### src/hdl/mspp_pkg.sv
// Shared types and constants for the motor speed PID/PWM controller.
package mspp_pkg;

    // Internal arithmetic width: holds any sum of two signed 64-bit values.
    localparam int WIDE    = 66;
    // Multiplier operand widths and product width.
    localparam int MAG_W   = 33;
    localparam int MB_W    = 16;
    localparam int PROD_W  = MAG_W + MB_W;
    // Divide-by-1000 unit: dividend width and remainder width.
    localparam int DIV_W   = 63;
    localparam int REM_W   = 10;
    localparam int MS_PER_SECOND = 1000;

    // Configuration register indexes.
    localparam int CFG_IDX_W = 3;
    localparam logic [CFG_IDX_W-1:0] REG_PROP_GAIN   = 3'd0;
    localparam logic [CFG_IDX_W-1:0] REG_INTEG_GAIN  = 3'd1;
    localparam logic [CFG_IDX_W-1:0] REG_DERIV_GAIN  = 3'd2;
    localparam logic [CFG_IDX_W-1:0] REG_SAMPLE_MS   = 3'd3;
    localparam logic [CFG_IDX_W-1:0] REG_INV_PERIOD  = 3'd4;
    localparam logic [CFG_IDX_W-1:0] REG_PWM_TOP     = 3'd5;

    typedef enum logic [2:0] {
        ALU_ADD,
        ALU_SUB,
        ALU_MUL,
        ALU_ADD_S64,
        ALU_SUB_S64,
        ALU_ADD_SACC,
        ALU_SUB_SACC,
        ALU_CLAMP
    } alu_op_t;

    typedef struct packed {
        alu_op_t                 op;
        logic signed [WIDE-1:0]  a;
        logic signed [WIDE-1:0]  b;
        logic [MAG_W-1:0]        ma;
        logic [MB_W-1:0]         mb;
    } alu_req_t;

    typedef enum logic [4:0] {
        ST_IDLE,
        ST_SPEED,
        ST_ERR,
        ST_EMAG,
        ST_DIFF,
        ST_DMAG,
        ST_KD,
        ST_KI,
        ST_PMUL,
        ST_PADD,
        ST_DLO,
        ST_DHI,
        ST_DSUM,
        ST_DADD,
        ST_ILO,
        ST_IHI,
        ST_ISUM,
        ST_DIVGO,
        ST_DIV,
        ST_IACC,
        ST_IADD,
        ST_CLAMP
    } seq_state_t;

endpackage

### src/hdl/mspp_ifs.sv
// Channel interfaces of the motor speed PID/PWM controller.
interface mspp_sample_if;
    logic               valid;
    logic               ready;
    logic signed [31:0] pulse_count;
    logic [15:0]        target_speed;

    modport source (output valid, output pulse_count, output target_speed, input ready);
    modport sink   (input valid, input pulse_count, input target_speed, output ready);
endinterface

interface mspp_result_if;
    logic               valid;
    logic               ready;
    logic [15:0]        duty;
    logic signed [31:0] measured_speed;
    logic signed [31:0] speed_error;

    modport source (output valid, output duty, output measured_speed, output speed_error,
                    input ready);
    modport sink   (input valid, input duty, input measured_speed, input speed_error,
                    output ready);
endinterface

interface mspp_cfg_if;
    logic        valid;
    logic        ready;
    logic [2:0]  index;
    logic [15:0] data;

    modport source (output valid, output index, output data, input ready);
    modport sink   (input valid, input index, input data, output ready);
endinterface

### src/hdl/motor_speed_pid_pwm.sv
// Top level of the motor speed PID controller with PWM duty output.
//
//  Channel  Role    Payload                                   Transaction when
//  -------  ------  ----------------------------------------  ---------------------
//  sample   sink    pulse_count (s32), target_speed (u16)     valid && ready
//  result   source  duty (u16), measured_speed, speed_error   valid && ready
//  cfg      sink    index (3 bits), data (u16)                valid && ready
//
// A sample passes from its transaction to a valid result through 16 steps of the
// shared arithmetic unit, one divider start, four digit steps of the divide by 1000
// and its done flag, and three more unit steps for the integrator, the final sum and
// the duty clamp. The sample channel is ready only while the sequencer is idle, so a
// new sample is accepted only once the previous one has left the clamp step. The
// result register lets the sequencer go idle while a result waits; a stalled result
// holds the sequencer in its clamp step until taken.
// Reset is asynchronous and active low and restores the register defaults and the
// controller history (count, error, integral, duty) to zero.
module motor_speed_pid_pwm
    import mspp_pkg::*;
#(
    parameter int ACC_WIDTH = 32
)
(
    input  logic            clk,
    input  logic            rst_n,
    mspp_sample_if.sink     sample,
    mspp_result_if.source   result,
    mspp_cfg_if.sink        cfg
);

    // Configuration registers.
    logic [15:0] prop_gain_reg;
    logic [15:0] integ_gain_reg;
    logic [15:0] deriv_gain_reg;
    logic [15:0] sample_ms_reg;
    logic [15:0] inv_period_reg;
    logic [15:0] pwm_top_reg;

    // Controller history, kept from one sample to the next.
    logic signed [31:0]          last_count_reg;
    logic signed [31:0]          last_error_reg;
    logic signed [ACC_WIDTH-1:0] integ_reg;
    logic [15:0]                 duty_reg;

    // Working registers of the current sample.
    logic signed [31:0] count_reg;
    logic [15:0]        target_reg;
    logic signed [31:0] speed_reg;
    logic signed [31:0] err_reg;
    logic [31:0]        emag_reg;
    logic signed [32:0] diff_reg;
    logic [32:0]        dmag_reg;
    logic [31:0]        kd_reg;
    logic [31:0]        ki_reg;
    logic [63:0]        prod_reg;
    logic [PROD_W-1:0]  hi_reg;
    logic signed [63:0] sum_reg;

    // Result register.
    logic               out_valid_reg, out_valid_next;
    logic [15:0]        out_duty_reg;
    logic signed [31:0] out_speed_reg;
    logic signed [31:0] out_err_reg;

    seq_state_t state_reg, state_next;

    alu_req_t               alu_req;
    logic signed [WIDE-1:0] alu_res;

    logic             div_start;
    logic [DIV_W-1:0] div_quo;
    logic             div_busy;
    logic             div_done;
    logic             commit;

    function automatic logic signed [WIDE-1:0] sx32(input logic signed [31:0] v);
        return {{(WIDE-32){v[31]}}, v};
    endfunction

    mspp_alu #(
        .ACC_WIDTH (ACC_WIDTH)
    ) u_alu (
        .req (alu_req),
        .res (alu_res)
    );

    mspp_div u_div (
        .clk      (clk),
        .rst_n    (rst_n),
        .start    (div_start),
        .dividend (prod_reg[DIV_W-1:0]),
        .quotient (div_quo),
        .busy     (div_busy),
        .done     (div_done)
    );

    // The clamp step may finish only when the result register is free.
    assign commit = (state_reg == ST_CLAMP) && (!out_valid_reg || result.ready);

    // Sequencer: next state and the operands of the shared unit.
    always_comb
    begin
        state_next   = state_reg;
        div_start    = 1'b0;
        alu_req.op   = ALU_ADD;
        alu_req.a    = '0;
        alu_req.b    = '0;
        alu_req.ma   = '0;
        alu_req.mb   = '0;
        unique case (state_reg)
            ST_IDLE:
            begin
                if (sample.valid)
                    state_next = ST_SPEED;
            end
            ST_SPEED:
            begin
                alu_req.op = ALU_SUB;
                alu_req.a  = sx32(count_reg);
                alu_req.b  = sx32(last_count_reg);
                state_next = ST_ERR;
            end
            ST_ERR:
            begin
                // Target minus magnitude: a negative speed is simply added.
                alu_req.op = speed_reg[31] ? ALU_ADD : ALU_SUB;
                alu_req.a  = {{(WIDE-16){1'b0}}, target_reg};
                alu_req.b  = sx32(speed_reg);
                state_next = ST_EMAG;
            end
            ST_EMAG:
            begin
                alu_req.op = err_reg[31] ? ALU_SUB : ALU_ADD;
                alu_req.b  = sx32(err_reg);
                state_next = ST_DIFF;
            end
            ST_DIFF:
            begin
                alu_req.op = ALU_SUB;
                alu_req.a  = sx32(err_reg);
                alu_req.b  = sx32(last_error_reg);
                state_next = ST_DMAG;
            end
            ST_DMAG:
            begin
                alu_req.op = diff_reg[32] ? ALU_SUB : ALU_ADD;
                alu_req.b  = {{(WIDE-33){diff_reg[32]}}, diff_reg};
                state_next = ST_KD;
            end
            ST_KD:
            begin
                alu_req.op = ALU_MUL;
                alu_req.ma = {{(MAG_W-16){1'b0}}, deriv_gain_reg};
                alu_req.mb = inv_period_reg;
                state_next = ST_KI;
            end
            ST_KI:
            begin
                alu_req.op = ALU_MUL;
                alu_req.ma = {{(MAG_W-16){1'b0}}, integ_gain_reg};
                alu_req.mb = sample_ms_reg;
                state_next = ST_PMUL;
            end
            ST_PMUL:
            begin
                alu_req.op = ALU_MUL;
                alu_req.ma = {1'b0, emag_reg};
                alu_req.mb = prop_gain_reg;
                state_next = ST_PADD;
            end
            ST_PADD:
            begin
                alu_req.op = err_reg[31] ? ALU_SUB_S64 : ALU_ADD_S64;
                alu_req.a  = {{(WIDE-16){1'b0}}, duty_reg};
                alu_req.b  = {{(WIDE-64){1'b0}}, prod_reg};
                state_next = ST_DLO;
            end
            ST_DLO:
            begin
                alu_req.op = ALU_MUL;
                alu_req.ma = dmag_reg;
                alu_req.mb = kd_reg[15:0];
                state_next = ST_DHI;
            end
            ST_DHI:
            begin
                alu_req.op = ALU_MUL;
                alu_req.ma = dmag_reg;
                alu_req.mb = kd_reg[31:16];
                state_next = ST_DSUM;
            end
            ST_DSUM:
            begin
                alu_req.op = ALU_ADD;
                alu_req.a  = {{(WIDE-64){1'b0}}, prod_reg};
                alu_req.b  = {{(WIDE-PROD_W-16){1'b0}}, hi_reg, 16'h0000};
                state_next = ST_DADD;
            end
            ST_DADD:
            begin
                alu_req.op = diff_reg[32] ? ALU_SUB_S64 : ALU_ADD_S64;
                alu_req.a  = {{(WIDE-64){sum_reg[63]}}, sum_reg};
                alu_req.b  = {{(WIDE-64){1'b0}}, prod_reg};
                state_next = ST_ILO;
            end
            ST_ILO:
            begin
                alu_req.op = ALU_MUL;
                alu_req.ma = {1'b0, emag_reg};
                alu_req.mb = ki_reg[15:0];
                state_next = ST_IHI;
            end
            ST_IHI:
            begin
                alu_req.op = ALU_MUL;
                alu_req.ma = {1'b0, emag_reg};
                alu_req.mb = ki_reg[31:16];
                state_next = ST_ISUM;
            end
            ST_ISUM:
            begin
                alu_req.op = ALU_ADD;
                alu_req.a  = {{(WIDE-64){1'b0}}, prod_reg};
                alu_req.b  = {{(WIDE-PROD_W-16){1'b0}}, hi_reg, 16'h0000};
                state_next = ST_DIVGO;
            end
            ST_DIVGO:
            begin
                div_start  = 1'b1;
                state_next = ST_DIV;
            end
            ST_DIV:
            begin
                if (div_done)
                    state_next = ST_IACC;
            end
            ST_IACC:
            begin
                // The quotient of the magnitude gives truncation toward zero.
                alu_req.op = err_reg[31] ? ALU_SUB_SACC : ALU_ADD_SACC;
                alu_req.a  = {{(WIDE-ACC_WIDTH){integ_reg[ACC_WIDTH-1]}}, integ_reg};
                alu_req.b  = {{(WIDE-DIV_W){1'b0}}, div_quo};
                state_next = ST_IADD;
            end
            ST_IADD:
            begin
                alu_req.op = ALU_ADD_S64;
                alu_req.a  = {{(WIDE-64){sum_reg[63]}}, sum_reg};
                alu_req.b  = {{(WIDE-ACC_WIDTH){integ_reg[ACC_WIDTH-1]}}, integ_reg};
                state_next = ST_CLAMP;
            end
            ST_CLAMP:
            begin
                alu_req.op = ALU_CLAMP;
                alu_req.a  = {{(WIDE-64){sum_reg[63]}}, sum_reg};
                alu_req.b  = {{(WIDE-16){1'b0}}, pwm_top_reg};
                if (commit)
                    state_next = ST_IDLE;
            end
            default:
            begin
                state_next = ST_IDLE;
            end
        endcase
    end

    always_comb
    begin
        if (commit)
            out_valid_next = 1'b1;
        else if (result.ready)
            out_valid_next = 1'b0;
        else
            out_valid_next = out_valid_reg;
    end

    // Control state, configuration and controller history.
    always_ff @(posedge clk or negedge rst_n)
    begin
        if (!rst_n)
        begin
            state_reg      <= ST_IDLE;
            out_valid_reg  <= 1'b0;
            prop_gain_reg  <= 16'd1;
            integ_gain_reg <= 16'd0;
            deriv_gain_reg <= 16'd0;
            sample_ms_reg  <= 16'd25;
            inv_period_reg <= 16'd40;
            pwm_top_reg    <= 16'd256;
            last_count_reg <= '0;
            last_error_reg <= '0;
            integ_reg      <= '0;
            duty_reg       <= '0;
        end
        else
        begin
            state_reg     <= state_next;
            out_valid_reg <= out_valid_next;
            if (cfg.valid)
            begin
                unique case (cfg.index)
                    REG_PROP_GAIN:  prop_gain_reg  <= cfg.data;
                    REG_INTEG_GAIN: integ_gain_reg <= cfg.data;
                    REG_DERIV_GAIN: deriv_gain_reg <= cfg.data;
                    REG_SAMPLE_MS:  sample_ms_reg  <= cfg.data;
                    REG_INV_PERIOD: inv_period_reg <= cfg.data;
                    REG_PWM_TOP:    pwm_top_reg    <= cfg.data;
                    default:        ;
                endcase
            end
            if (state_reg == ST_IACC)
                integ_reg <= alu_res[ACC_WIDTH-1:0];
            if (commit)
            begin
                duty_reg       <= alu_res[15:0];
                last_count_reg <= count_reg;
                last_error_reg <= err_reg;
            end
        end
    end

    // Working registers of the current sample and the result payload.
    always_ff @(posedge clk)
    begin
        unique case (state_reg)
            ST_IDLE:
            begin
                if (sample.valid)
                begin
                    count_reg  <= sample.pulse_count;
                    target_reg <= sample.target_speed;
                end
            end
            ST_SPEED: speed_reg <= alu_res[31:0];
            ST_ERR:   err_reg   <= alu_res[31:0];
            ST_EMAG:  emag_reg  <= alu_res[31:0];
            ST_DIFF:  diff_reg  <= alu_res[32:0];
            ST_DMAG:  dmag_reg  <= alu_res[32:0];
            ST_KD:    kd_reg    <= alu_res[31:0];
            ST_KI:    ki_reg    <= alu_res[31:0];
            ST_PMUL:  prod_reg  <= alu_res[63:0];
            ST_PADD:  sum_reg   <= alu_res[63:0];
            ST_DLO:   prod_reg  <= alu_res[63:0];
            ST_DHI:   hi_reg    <= alu_res[PROD_W-1:0];
            ST_DSUM:  prod_reg  <= alu_res[63:0];
            ST_DADD:  sum_reg   <= alu_res[63:0];
            ST_ILO:   prod_reg  <= alu_res[63:0];
            ST_IHI:   hi_reg    <= alu_res[PROD_W-1:0];
            ST_ISUM:  prod_reg  <= alu_res[63:0];
            ST_IADD:  sum_reg   <= alu_res[63:0];
            ST_CLAMP:
            begin
                if (commit)
                begin
                    out_duty_reg  <= alu_res[15:0];
                    out_speed_reg <= speed_reg;
                    out_err_reg   <= err_reg;
                end
            end
            default: ;
        endcase
    end

    assign sample.ready          = (state_reg == ST_IDLE);
    assign cfg.ready             = 1'b1;
    assign result.valid          = out_valid_reg;
    assign result.duty           = out_duty_reg;
    assign result.measured_speed = out_speed_reg;
    assign result.speed_error    = out_err_reg;

    // A sample transaction always starts the speed step.
    a_accept_starts: assert property (@(posedge clk) disable iff (!rst_n)
        sample.valid && sample.ready |=> state_reg == ST_SPEED)
        else $error("sample transaction did not start the sequencer");

    // The divider runs only while the sequencer waits for it.
    a_div_owned: assert property (@(posedge clk) disable iff (!rst_n)
        state_reg != ST_DIV |-> !div_busy)
        else $error("divider busy outside its wait step");

    // A pending result is never overwritten: the clamp step waits for it.
    a_clamp_waits: assert property (@(posedge clk) disable iff (!rst_n)
        state_reg == ST_CLAMP && result.valid && !result.ready |=> state_reg == ST_CLAMP)
        else $error("clamp step left while the result register was full");

    // Delivered duty lies inside the PWM period.
    a_duty_range: assert property (@(posedge clk) disable iff (!rst_n)
        result.valid |-> result.duty >= 16'd1 &&
                         (pwm_top_reg < 16'd2 || result.duty < pwm_top_reg))
        else $error("duty outside 1 to top minus one");

endmodule

### src/hdl/mspp_alu.sv
// Shared arithmetic unit: add, subtract, multiply, saturate and duty clamp.
module mspp_alu
    import mspp_pkg::*;
#(
    parameter int ACC_WIDTH = 32
)
(
    input  alu_req_t               req,
    output logic signed [WIDE-1:0] res
);

    localparam logic signed [WIDE-1:0] S64_MAX = {{(WIDE-63){1'b0}}, {63{1'b1}}};
    localparam logic signed [WIDE-1:0] S64_MIN = {{(WIDE-63){1'b1}}, {63{1'b0}}};
    localparam logic signed [WIDE-1:0] ACC_MAX =
        {{(WIDE-ACC_WIDTH+1){1'b0}}, {(ACC_WIDTH-1){1'b1}}};
    localparam logic signed [WIDE-1:0] ACC_MIN =
        {{(WIDE-ACC_WIDTH+1){1'b1}}, {(ACC_WIDTH-1){1'b0}}};
    localparam logic signed [WIDE-1:0] ONE  = WIDE'(1);
    localparam logic signed [WIDE-1:0] ZERO = '0;

    logic signed [WIDE-1:0] sum;
    logic signed [WIDE-1:0] dif;
    logic signed [WIDE-1:0] top_m1;
    logic [PROD_W-1:0]      prod;

    function automatic logic signed [WIDE-1:0] sat_range(
        input logic signed [WIDE-1:0] v,
        input logic signed [WIDE-1:0] hi,
        input logic signed [WIDE-1:0] lo
    );
        logic signed [WIDE-1:0] r;
        if (v > hi)
            r = hi;
        else if (v < lo)
            r = lo;
        else
            r = v;
        return r;
    endfunction

    assign sum    = req.a + req.b;
    assign dif    = req.a - req.b;
    assign top_m1 = req.b - ONE;
    assign prod   = {{MB_W{1'b0}}, req.ma} * {{MAG_W{1'b0}}, req.mb};

    always_comb
    begin
        unique case (req.op)
            ALU_ADD:      res = sum;
            ALU_SUB:      res = dif;
            ALU_MUL:      res = $signed({{(WIDE-PROD_W){1'b0}}, prod});
            ALU_ADD_S64:  res = sat_range(sum, S64_MAX, S64_MIN);
            ALU_SUB_S64:  res = sat_range(dif, S64_MAX, S64_MIN);
            ALU_ADD_SACC: res = sat_range(sum, ACC_MAX, ACC_MIN);
            ALU_SUB_SACC: res = sat_range(dif, ACC_MAX, ACC_MIN);
            ALU_CLAMP:
            begin
                // Upper limit first, then the lower one.
                if (req.a >= req.b)
                    res = (req.b <= ONE) ? ONE : top_m1;
                else
                    res = (req.a <= ZERO) ? ONE : req.a;
            end
            default:      res = sum;
        endcase
    end

endmodule

### src/hdl/mspp_div.sv
// Divider by the constant 1000: long division in 16-bit digits, one digit per cycle.
module mspp_div
    import mspp_pkg::*;
(
    input  logic             clk,
    input  logic             rst_n,
    input  logic             start,
    input  logic [DIV_W-1:0] dividend,
    output logic [DIV_W-1:0] quotient,
    output logic             busy,
    output logic             done
);

    // The dividend is taken in four 16-bit digits, most significant first. Each partial
    // dividend is the running remainder (below 1000) joined with the next digit, so it
    // stays below 2^26. Its product with ceil(2^36 / 1000), shifted down by 36, is then
    // the exact quotient digit, and the new remainder is what is left after that digit.
    localparam int DIG_W  = 16;
    localparam int NDIG   = 4;
    localparam int QUO_W  = DIG_W * NDIG;
    localparam int PART_W = REM_W + DIG_W;
    localparam int RCP_W  = 27;
    localparam int RCP_SH = 36;
    localparam int EST_W  = PART_W + RCP_W;
    localparam int CNT_W  = 3;
    localparam logic [RCP_W-1:0] RCP_K =
        RCP_W'(((64'd1 << RCP_SH) + 64'(MS_PER_SECOND) - 64'd1) / 64'(MS_PER_SECOND));
    localparam logic [REM_W-1:0] DIV_K    = REM_W'(MS_PER_SECOND);
    localparam logic [CNT_W-1:0] CNT_FULL = CNT_W'(NDIG);
    localparam logic [CNT_W-1:0] CNT_ONE  = CNT_W'(1);

    logic [QUO_W-1:0]  quo_reg, quo_next;
    logic [REM_W-1:0]  rem_reg, rem_next;
    logic [CNT_W-1:0]  cnt_reg, cnt_next;
    logic              busy_reg, busy_next;
    logic              done_reg, done_next;
    logic [PART_W-1:0] part;
    logic [EST_W-1:0]  est;
    logic [DIG_W-1:0]  qdig;
    logic [PART_W-1:0] qdig_k;
    logic [PART_W-1:0] part_rem;

    assign part     = {rem_reg, quo_reg[QUO_W-1 -: DIG_W]};
    assign est      = {{RCP_W{1'b0}}, part} * {{PART_W{1'b0}}, RCP_K};
    assign qdig     = est[RCP_SH +: DIG_W];
    assign qdig_k   = {{REM_W{1'b0}}, qdig} * {{DIG_W{1'b0}}, DIV_K};
    assign part_rem = part - qdig_k;

    always_comb
    begin
        quo_next  = quo_reg;
        rem_next  = rem_reg;
        cnt_next  = cnt_reg;
        busy_next = busy_reg;
        done_next = 1'b0;
        if (start)
        begin
            quo_next  = {{(QUO_W-DIV_W){1'b0}}, dividend};
            rem_next  = '0;
            cnt_next  = CNT_FULL;
            busy_next = 1'b1;
        end
        else if (busy_reg)
        begin
            rem_next = part_rem[REM_W-1:0];
            quo_next = {quo_reg[QUO_W-DIG_W-1:0], qdig};
            cnt_next = cnt_reg - CNT_ONE;
            if (cnt_reg == CNT_ONE)
            begin
                busy_next = 1'b0;
                done_next = 1'b1;
            end
        end
    end

    always_ff @(posedge clk or negedge rst_n)
    begin
        if (!rst_n)
        begin
            cnt_reg  <= '0;
            busy_reg <= 1'b0;
            done_reg <= 1'b0;
        end
        else
        begin
            cnt_reg  <= cnt_next;
            busy_reg <= busy_next;
            done_reg <= done_next;
        end
    end

    always_ff @(posedge clk)
    begin
        quo_reg <= quo_next;
        rem_reg <= rem_next;
    end

    assign quotient = quo_reg[DIV_W-1:0];
    assign busy     = busy_reg;
    assign done     = done_reg;

endmodule
### src/flat_wrapper.sv
// flat-port wrapper written by rule: the top's interface ports become plain ports
module motor_speed_pid_pwm_flat import mspp_pkg::*;
#(
    parameter int ACC_WIDTH = 32
)
  (clk, rst_n, sample_valid, sample_pulse_count, sample_target_speed, sample_ready, result_valid, result_duty, result_measured_speed, result_speed_error, result_ready, cfg_valid, cfg_index, cfg_data, cfg_ready);
  mspp_sample_if sample_i ();
  mspp_result_if result_i ();
  mspp_cfg_if cfg_i ();
  input  logic clk;
  input  logic rst_n;
  input wire logic [$bits(sample_i.valid)-1:0] sample_valid;
  input wire logic [$bits(sample_i.pulse_count)-1:0] sample_pulse_count;
  input wire logic [$bits(sample_i.target_speed)-1:0] sample_target_speed;
  output wire logic [$bits(sample_i.ready)-1:0] sample_ready;
  output wire logic [$bits(result_i.valid)-1:0] result_valid;
  output wire logic [$bits(result_i.duty)-1:0] result_duty;
  output wire logic [$bits(result_i.measured_speed)-1:0] result_measured_speed;
  output wire logic [$bits(result_i.speed_error)-1:0] result_speed_error;
  input wire logic [$bits(result_i.ready)-1:0] result_ready;
  input wire logic [$bits(cfg_i.valid)-1:0] cfg_valid;
  input wire logic [$bits(cfg_i.index)-1:0] cfg_index;
  input wire logic [$bits(cfg_i.data)-1:0] cfg_data;
  output wire logic [$bits(cfg_i.ready)-1:0] cfg_ready;
  assign sample_i.valid = sample_valid;
  assign sample_i.pulse_count = sample_pulse_count;
  assign sample_i.target_speed = sample_target_speed;
  assign sample_ready = sample_i.ready;
  assign result_valid = result_i.valid;
  assign result_duty = result_i.duty;
  assign result_measured_speed = result_i.measured_speed;
  assign result_speed_error = result_i.speed_error;
  assign result_i.ready = result_ready;
  assign cfg_i.valid = cfg_valid;
  assign cfg_i.index = cfg_index;
  assign cfg_i.data = cfg_data;
  assign cfg_ready = cfg_i.ready;
  motor_speed_pid_pwm #(.ACC_WIDTH(ACC_WIDTH)) u_core (.clk(clk), .rst_n(rst_n), .sample(sample_i), .result(result_i), .cfg(cfg_i));
endmodule
### config.mk
export PLATFORM = sky130hd
export DESIGN_NAME = motor_speed_pid_pwm_flat
export DESIGN_NICKNAME = d
export VERILOG_FILES = /design/src/hdl/mspp_pkg.sv /design/src/hdl/mspp_ifs.sv /design/src/hdl/motor_speed_pid_pwm.sv /design/src/hdl/mspp_alu.sv /design/src/hdl/mspp_div.sv /design/src/flat_wrapper.sv
export SDC_FILE = /design/constraint.sdc
export NUM_CORES = 2
export LEC_CHECK = 0
export ABC_AREA = 1
export ABC_CLOCK_PERIOD_IN_PS = 16900
export BUFFER_PORTS_ARGS = -buffer_cell sky130_fd_sc_hd__buf_2
export CAP_MARGIN = 20
export CORE_AREA = 5 5 346 603
export CTS_CLUSTER_SIZE = 10
export DETAILED_ROUTE_END_ITERATION = 8
export DIE_AREA = 0 0 351 608
export PLACE_DENSITY = 0.67
export SYNTH_ARGS = -nofsm -noshare
export SYNTH_HDL_FRONTEND = slang
export SYNTH_SLANG_ARGS = --single-unit
### constraint.sdc
create_clock -name clk -period 16.9 [get_ports clk]
set_input_delay 3.38 -clock clk [delete_from_list [all_inputs] [get_ports clk]]
set_output_delay 3.38 -clock clk [all_outputs]
set_load 0.05 [all_outputs]
======== After elaboration in Yosys (flattened, before gate mapping) ========
Cells that the tools add are included.
operators by class
  bitwise logic cells ..................... 0
  reductions and logical operators ........ 25
  $lt $le $gt $ge ......................... 11
  add/subtract/negate cells ............... 5
  multiplexer cells ....................... 39
  equal/unequal tests ..................... 37
  div/mod/pow operators ................... 0
  multipliers ............................. 3
  shift operators ......................... 0
operators by type and width
  kind                      number
  $mux W64                  11
  $pmux W66 S10             1
  $pmux W64 S8              1
  $pmux W66 S7              1
  $pmux W49 S7              1
  $gt A66 B32 Y1 const B    2
  $gt A66 B64 Y1 const B    2
  $lt A66 B32 Y1 const B    2
  $lt A66 B64 Y1 const B    2
  $mux W63                  2
  $pmux W5 S22              1
  $add A66 B66 Y66          1
  $ge A66 B66 Y1            1
  $le A66 B1 Y1 const B     1
  $le A66 B2 Y1 const B     1
  $sub A66 B66 Y66          1
  $sub A64 B2 Y64 const B   1
  $mul A26 B27 Y52 const B  1
  $mul A33 B16 Y49          1
  $eq A5 B4 Y1 const B      8
  $eq A5 B5 Y1 const B      6
  $pmux W3 S10              1
  $eq A5 B3 Y1 const B      4
  $eq A3 B3 Y1 const B      6
  25 further kinds          61
storage, ports and cells
  latch bits .............................. 0
  bits in registers ....................... 824
  word-level logic and storage cells ...... 153
  output and inout bits ................... 83
  bits of input ports ..................... 72
  memories ................................ 0
  ROM bits ................................ 0
  memory bits (writable) .................. 0

======== Depth between registers and ports, before layout ========
  depth after elaboration ................. 8
  gate-level depth with buffers ........... 45
  gate-level depth less buffers ........... 45

======== Modules after synthesis ========
A second synthesis with hierarchy kept.
unflattened totals
  cells, all modules ...................... 11,719
  area total of the unflattened synthesis .. 84,606.1 um^2
by module, submodules not included
  module               area each (um^2)  cells each  instances
  mspp_alu             38,745.9          7,022       1
  motor_speed_pid_pwm  30,267.8          2,888       1
  mspp_div             15,592.5          1,809       1

======== Least setup slack after synthesis ========
Ideal clock, no wire load.
  path kind ............................... reg-to-reg
  from .................................... reg u_core.state_reg[1]
  to ...................................... reg u_core.hi_reg[46] (data pin)
  path buffers ............................ 3
  slack ................................... 8.155 ns
  arrival ................................. 8.459 ns
  setup time .............................. 0.287 ns
  cell stages (with the launch flop) ...... 39
  cells stage by stage .................... dfrtp_1 -> nand2_2 -> nor2_1 -> nand2_1 -> inv_1 -> clkbuf_1 -> clkbuf_1 -> a221oi_1 -> nand2_1 -> clkbuf_1 -> nand2_1 -> fa_1 -> inv_1 -> fa_1 -> fa_1 -> fa_1 -> fa_1 -> inv_1 -> (+3 left out) -> nand2_1 -> nor2_1 -> nand2_1 -> inv_1 -> nand4_1 -> nand3_1 -> nand2_1 -> nand2_1 -> a21o_1 -> nand2_1 -> nand2_1 -> nand2_1 -> nand2_1 -> a21oi_1 -> or2_2 -> nand3_1 -> o211a_1 -> o2111ai_1
on the way
  longest elaborated chain between the ends .. 8
  elaborated cells between the ends (all ways) .. 63
ends and longest elaborated chain
  element                                                                       RTL line                        RTL
  start, declared                                                               motor_speed_pid_pwm.sv:65       seq_state_t state_reg, state_next;
  start signal, assigned                                                        motor_speed_pid_pwm.sv:297      state_reg <= state_next;
  $eq A5 B4 Y1 / $eq A5 B5 Y1 (equally long branches)                           motor_speed_pid_pwm.sv:110      unique case (state_reg)
  $reduce_or A3 Y1 (no source line) / $reduce_or A2 Y1 (equally long branches)  -
  $pmux W66 S7 / $pmux W66 S10 (equally long branches)                          motor_speed_pid_pwm.sv:110
  $sub A66 B66 Y66 / $add A66 B66 Y66 (equally long branches)                   mspp_alu.sv:42, mspp_alu.sv:41
  $lt A66 B32 Y1 / $lt A66 B64 Y1 (equally long branches)                       mspp_alu.sv:34                  else if (v < lo)
  $mux W64                                                                      mspp_alu.sv:34
  $mux W64                                                                      mspp_alu.sv:32                  if (v > hi)
  $pmux W64 S8 (*)                                                              mspp_alu.sv:48                  unique case (req.op)
  named net u_core.alu_res[46]                                                  motor_speed_pid_pwm.sv:68       logic signed [WIDE-1:0] alu_res;
  end signal, assigned                                                          motor_speed_pid_pwm.sv:344      ST_DHI: hi_reg <= alu_res[PROD_W-1:0];
  end signal, assigned                                                          motor_speed_pid_pwm.sv:348      ST_IHI: hi_reg <= alu_res[PROD_W-1:0];
  end, declared                                                                 motor_speed_pid_pwm.sv:56       logic [PROD_W-1:0] hi_reg;
The timed path passes the listed nets; every way through them passes the cells marked *.
A chain may end at the register's enable or synchronous reset.

======== Worst setup path in the final report ========
  from .................................... reg u_core.state_reg[4]
  to ...................................... reg u_core.speed_reg[27] (data pin)
on the way
  longest elaborated chain between the ends .. 8
  elaborated cells between the ends (all ways) .. 63
ends and longest elaborated chain
  element                                                                       RTL line                        RTL
  $eq A5 B4 Y1 / $eq A5 B5 Y1 (equally long branches)                           motor_speed_pid_pwm.sv:110
  $reduce_or A3 Y1 (no source line) / $reduce_or A2 Y1 (equally long branches)  -
  $pmux W66 S7 / $pmux W66 S10 (equally long branches)                          motor_speed_pid_pwm.sv:110
  $sub A66 B66 Y66 / $add A66 B66 Y66 (equally long branches)                   mspp_alu.sv:42, mspp_alu.sv:41
  $lt A66 B32 Y1 / $lt A66 B64 Y1 (equally long branches)                       mspp_alu.sv:34
  $mux W64                                                                      mspp_alu.sv:34
  $mux W64                                                                      mspp_alu.sv:32
  $pmux W64 S8 (*)                                                              mspp_alu.sv:48
  named net u_core.alu_res[27]                                                  motor_speed_pid_pwm.sv:68
  end signal, assigned                                                          motor_speed_pid_pwm.sv:334      ST_SPEED: speed_reg <= alu_res[31:0];
  end, declared                                                                 motor_speed_pid_pwm.sv:48       logic signed [31:0] speed_reg;
Marks and branches as above.

==> metrics.txt <==
# TYPE chip_impl_metric gauge
chip_impl_metric{name="worst_setup_hold_path_clk_slew",unit="ps"} 60
chip_impl_metric{name="worst_slew_margin_rel",unit=""} 0.101
chip_impl_info{name="tritoncts",value="done"} 1
chip_impl_metric{name="post_synth.cell_area_avg",unit="um^2"} 7.46
chip_impl_metric{name="timing.fmax",unit="MHz"} 91.6
chip_impl_metric{name="wl",unit="um"} 417000
chip_impl_metric{name="port_buffers",unit=""} 153
chip_impl_metric{name="routabilityCongestion",unit=""} 1.09
chip_impl_metric{name="preCtsSetupSlack",unit="ps"} 6150
chip_impl_info{name="synthDominantAreaCellType",value="edfxtp_1"} 1
chip_impl_metric{name="floorplan.initialDensity",unit=""} 0.398
chip_impl_metric{name="avgRoutedWirePerCell",unit="um"} 30.5
chip_impl_metric{name="grt_start_max_net_pins",unit=""} 111
chip_impl_metric{name="cts_sinks",unit=""} 824
chip_impl_metric{name="seq_area_frac_synth",unit=""} 0.291
chip_impl_metric{name="die_y",unit="um"} 608
chip_impl_metric{name="drt_first_pass_iters",unit=""} 9
chip_impl_metric{name="floorplan.core_area",unit="um^2"} 203000
chip_impl_metric{name="reg2reg_setup_slack",unit="ps"} 5980
chip_impl_metric{name="synth_mux_area_frac",unit=""} 0
chip_impl_metric{name="clock_tree.htree_level_count",unit=""} 3
chip_impl_metric{name="post_synth_xor_area_fraction",unit=""} 0.0125
chip_impl_metric{name="timing.final.hold_violations",unit=""} 0
chip_impl_info{name="root_buffer",value="clkbuf_16"} 1
chip_impl_info{name="timing.hold.worst_endpoint",value="u_core.result.measured_speed[8]"} 1
chip_impl_metric{name="timing_max_transition_violations_final",unit=""} 0
chip_impl_metric{name="die_w",unit="um"} 351
chip_impl_metric{name="route.detailed.vias_per_inst",unit=""} 5.72
chip_impl_metric{name="route.vias.total",unit=""} 78000
chip_impl_metric{name="gr-usage-all-layers",unit=""} 0.384
chip_impl_metric{name="num_io_pins",unit=""} 155
chip_impl_metric{name="fin_skew",unit="ps"} 42.9
chip_impl_metric{name="cts_hold_buffers",unit=""} 0
chip_impl_info{name="critical-path-slowest-cell",value="dfrtp_1"} 1
chip_impl_info{name="global_routing_s_busiest_layer",value="met2"} 1
chip_impl_metric{name="synthDominantCellAreaShare",unit=""} 0.221
chip_impl_metric{name="syn_to_final_growth",unit="%"} 8.77
chip_impl_metric{name="fp.dieArea",unit="um^2"} 213000
chip_impl_metric{name="number_of_nets_produced_by_synthesis",unit=""} 12100
chip_impl_info{name="worst_hold_path_type",value="flip-flop to flip-flop"} 1
chip_impl_metric{name="setup_ws",unit="ps"} 5980
chip_impl_metric{name="grt_pass1_wl",unit="um"} 577000
chip_impl_info{name="cp-start-kind",value="flip-flop"} 1
chip_impl_metric{name="final_period_util",unit=""} 0.646
chip_impl_metric{name="min_path_cells",unit=""} 0
chip_impl_metric{name="post-dp-hpwl",unit="um"} 335000
chip_impl_metric{name="share_of_cells_above_drive_strength_1",unit=""} 0.0485
chip_impl_info{name="crit_type",value="flip-flop to flip-flop"} 1
chip_impl_metric{name="yosys_warnings",unit=""} 0
chip_impl_info{name="synth_top_family_by_area",value="simple AND/OR/NAND/NOR gates"} 1
chip_impl_metric{name="fp-row-count",unit=""} 219
chip_impl_metric{name="critPathRequiredTime",unit="ps"} 17090
chip_impl_metric{name="ant_nets",unit=""} 0
chip_impl_metric{name="cts_setup_buffers",unit=""} 0
chip_impl_info{name="synthFlopType",value="edfxtp_1"} 1
chip_impl_metric{name="synth_compound_area_frac",unit=""} 0.0897
chip_impl_metric{name="gr-total-overflow",unit=""} 0
chip_impl_info{name="endpoint_kind",value="flip-flop"} 1
chip_impl_metric{name="first_global_vias",unit=""} 78100
chip_impl_info{name="rsz0062_at_grt",value="no"} 1
chip_impl_metric{name="finalCriticalPeriod",unit="ps"} 10920
chip_impl_metric{name="postSynthCellCount",unit=""} 10800
chip_impl_metric{name="cp_data_arrival_time",unit="ps"} 11110
chip_impl_metric{name="async_reset_ff_frac",unit=""} 0.266
chip_impl_metric{name="setup_viol",unit=""} 0
chip_impl_metric{name="crit_path_max_fanout",unit=""} 17
chip_impl_metric{name="edff_count_synth",unit=""} 594
chip_impl_metric{name="critical_path.max_stage_delay",unit="ps"} 700
chip_impl_metric{name="post_synth_instance_area",unit="um^2"} 80900
chip_impl_metric{name="route.detailed.drc",unit=""} 0
chip_impl_metric{name="initial_antenna_violation_count",unit=""} 29
chip_impl_metric{name="grt_use_met1",unit=""} 0.380
chip_impl_info{name="min_from",value="u_core.speed_reg[8]"} 1
chip_impl_metric{name="cts-buffers-inserted",unit=""} 95
chip_impl_metric{name="cap_violations",unit=""} 0
chip_impl_metric{name="nNetsFinal",unit=""} 12200
chip_impl_metric{name="synth_simple_gate_area_frac",unit=""} 0.248
chip_impl_metric{name="synth_cell_types",unit=""} 64
chip_impl_metric{name="cts_repair_resize_count",unit=""} 0
chip_impl_metric{name="clock_path_buffers",unit=""} 3
chip_impl_info{name="run_status",value="finished, final reports clean"} 1
chip_impl_metric{name="setup_total_negative_slack",unit="ps"} 0
chip_impl_info{name="yosys-top-cells-area",value="edfxtp_1 22%, fa_1 16%, nand2_1 15%"} 1
chip_impl_metric{name="drt-initial-drc-count",unit=""} 8767
chip_impl_metric{name="ys_seq_elements",unit=""} 824
chip_impl_metric{name="grt_util_met3",unit=""} 0.0758
chip_impl_info{name="capture_instance_of_the_worst_register_to_register_path",value="u_core.speed_reg[27]"} 1
chip_impl_metric{name="worst-r2r-cell-count",unit=""} 29
chip_impl_metric{name="gr-usage-met2",unit=""} 0.641
chip_impl_metric{name="clock_insertion_delay_worst_skew",unit="ps"} 720
chip_impl_metric{name="max_slew.worst_pin.slew",unit="ps"} 1340
chip_impl_info{name="r2r_start",value="u_core.state_reg[4]"} 1
chip_impl_metric{name="yosys.area_share.adder",unit=""} 0.244
[routing by layer]
metal  vias up  share of wire
met1     37600           0.31
li1      34000              -
met5         -        0.00023
met4        18           0.14
met2      4742           0.47
met3      1707          0.080
[synth_stat cells (all sizes together) (11+ instances only)]
cell type,instances
xnor2,16
fa,649
dfrtp,212
a22oi,30
buf,105
o22ai,35
or2,36
edfxtp,594
clkinv,14
xor2,99
ha,541
nand2,3305
nor3,67
o2111ai,17
nand3,395
a22o,25
a211oi,12
nor2,992
o21ai,535
inv,2042
nand4,152
o211ai,20
a221oi,22
a21oi,470
clkbuf,257
a21o,18
o21bai,38
nor4,24
dfxtp,11
a31oi,24
[through the flow]
stage	instance area [um^2]	util	hold slack [ps]	instances
6_report	88000	0.433	445	13600
2_1_floorplan	80900	-	426	10800
4_1_cts	87700	0.432	444	13600
3_3_place_gp	84800	0.418	434	13400
5_1_grt	87900	0.433	460	13600
3_5_place_dp	84800	0.418	435	13400
[how the worst max path moves through the flow]
stage	startpoint	end	slack, ps
detailed placement	u_core.state_reg[4]	u_core.prod_reg[27]	6150
global placement	u_core.state_reg[4]	u_core.prod_reg[27]	6240
global route	u_core.state_reg[4]	u_core.sum_reg[27]	5600
floorplan	u_core.state_reg[1]	u_core.hi_reg[46]	8150
CTS	u_core.state_reg[4]	u_core.err_reg[27]	6110
finish	u_core.state_reg[4]	u_core.speed_reg[27]	5980
[final cells by class]
| cell class | instances | area, um^2 |
|---|---|---|
| Fill cell | 21200 | 115000 |
| Multi-Input combinational cell | 7594 | 48300 |
| Sequential cell | 824 | 23500 |
| Inverter | 2056 | 7720 |
| Tap cell | 2652 | 3320 |
| Clock buffer | 163 | 2700 |
| Timing Repair Buffer | 320 | 2150 |
| Clock inverter | 12 | 211 |
| Antenna cell | 22 | 55.1 |
[worst max-delay path, delay by kind of cell, from the launching register on]
kind	cells	cell delay, ps
flip-flops	1	700
AO/OA/AOI/OAI	8	2530
adder cells (fa/ha/maj)	7	3380
AND/OR/NAND/NOR	8	2460
buffers and inverters	6	1310
[logic make-up (layout without fill, tap and decap cells)]
logic type / count (synthesis) / after routing
and+or+nand+nor: 4996 / 4996
AOI/OAI and AO/OA: 1292 / 1292
xor gates and xnor gates: 115 / 115
adders and majority gates: 1190 / 1190
DFF: 824 / 824
other: 1 / 23
buffers and inverters: 2418 / 2551
[cell usage in the layout, fill, tap and decap left out, types with 156 or more instances in the layout]
cell and instances:
a21oi_1 466, buf_4 156, dfrtp_1 212, edfxtp_1 594, fa_1 649, ha_1 541, inv_1 2027, nand2_1 3288
nand3_1 389, nor2_1 966, o21ai_0 520
Power is left out: the tool's default activity adds up to more than one toggle a clock period on the data nets, which glitch-free logic cannot reach.
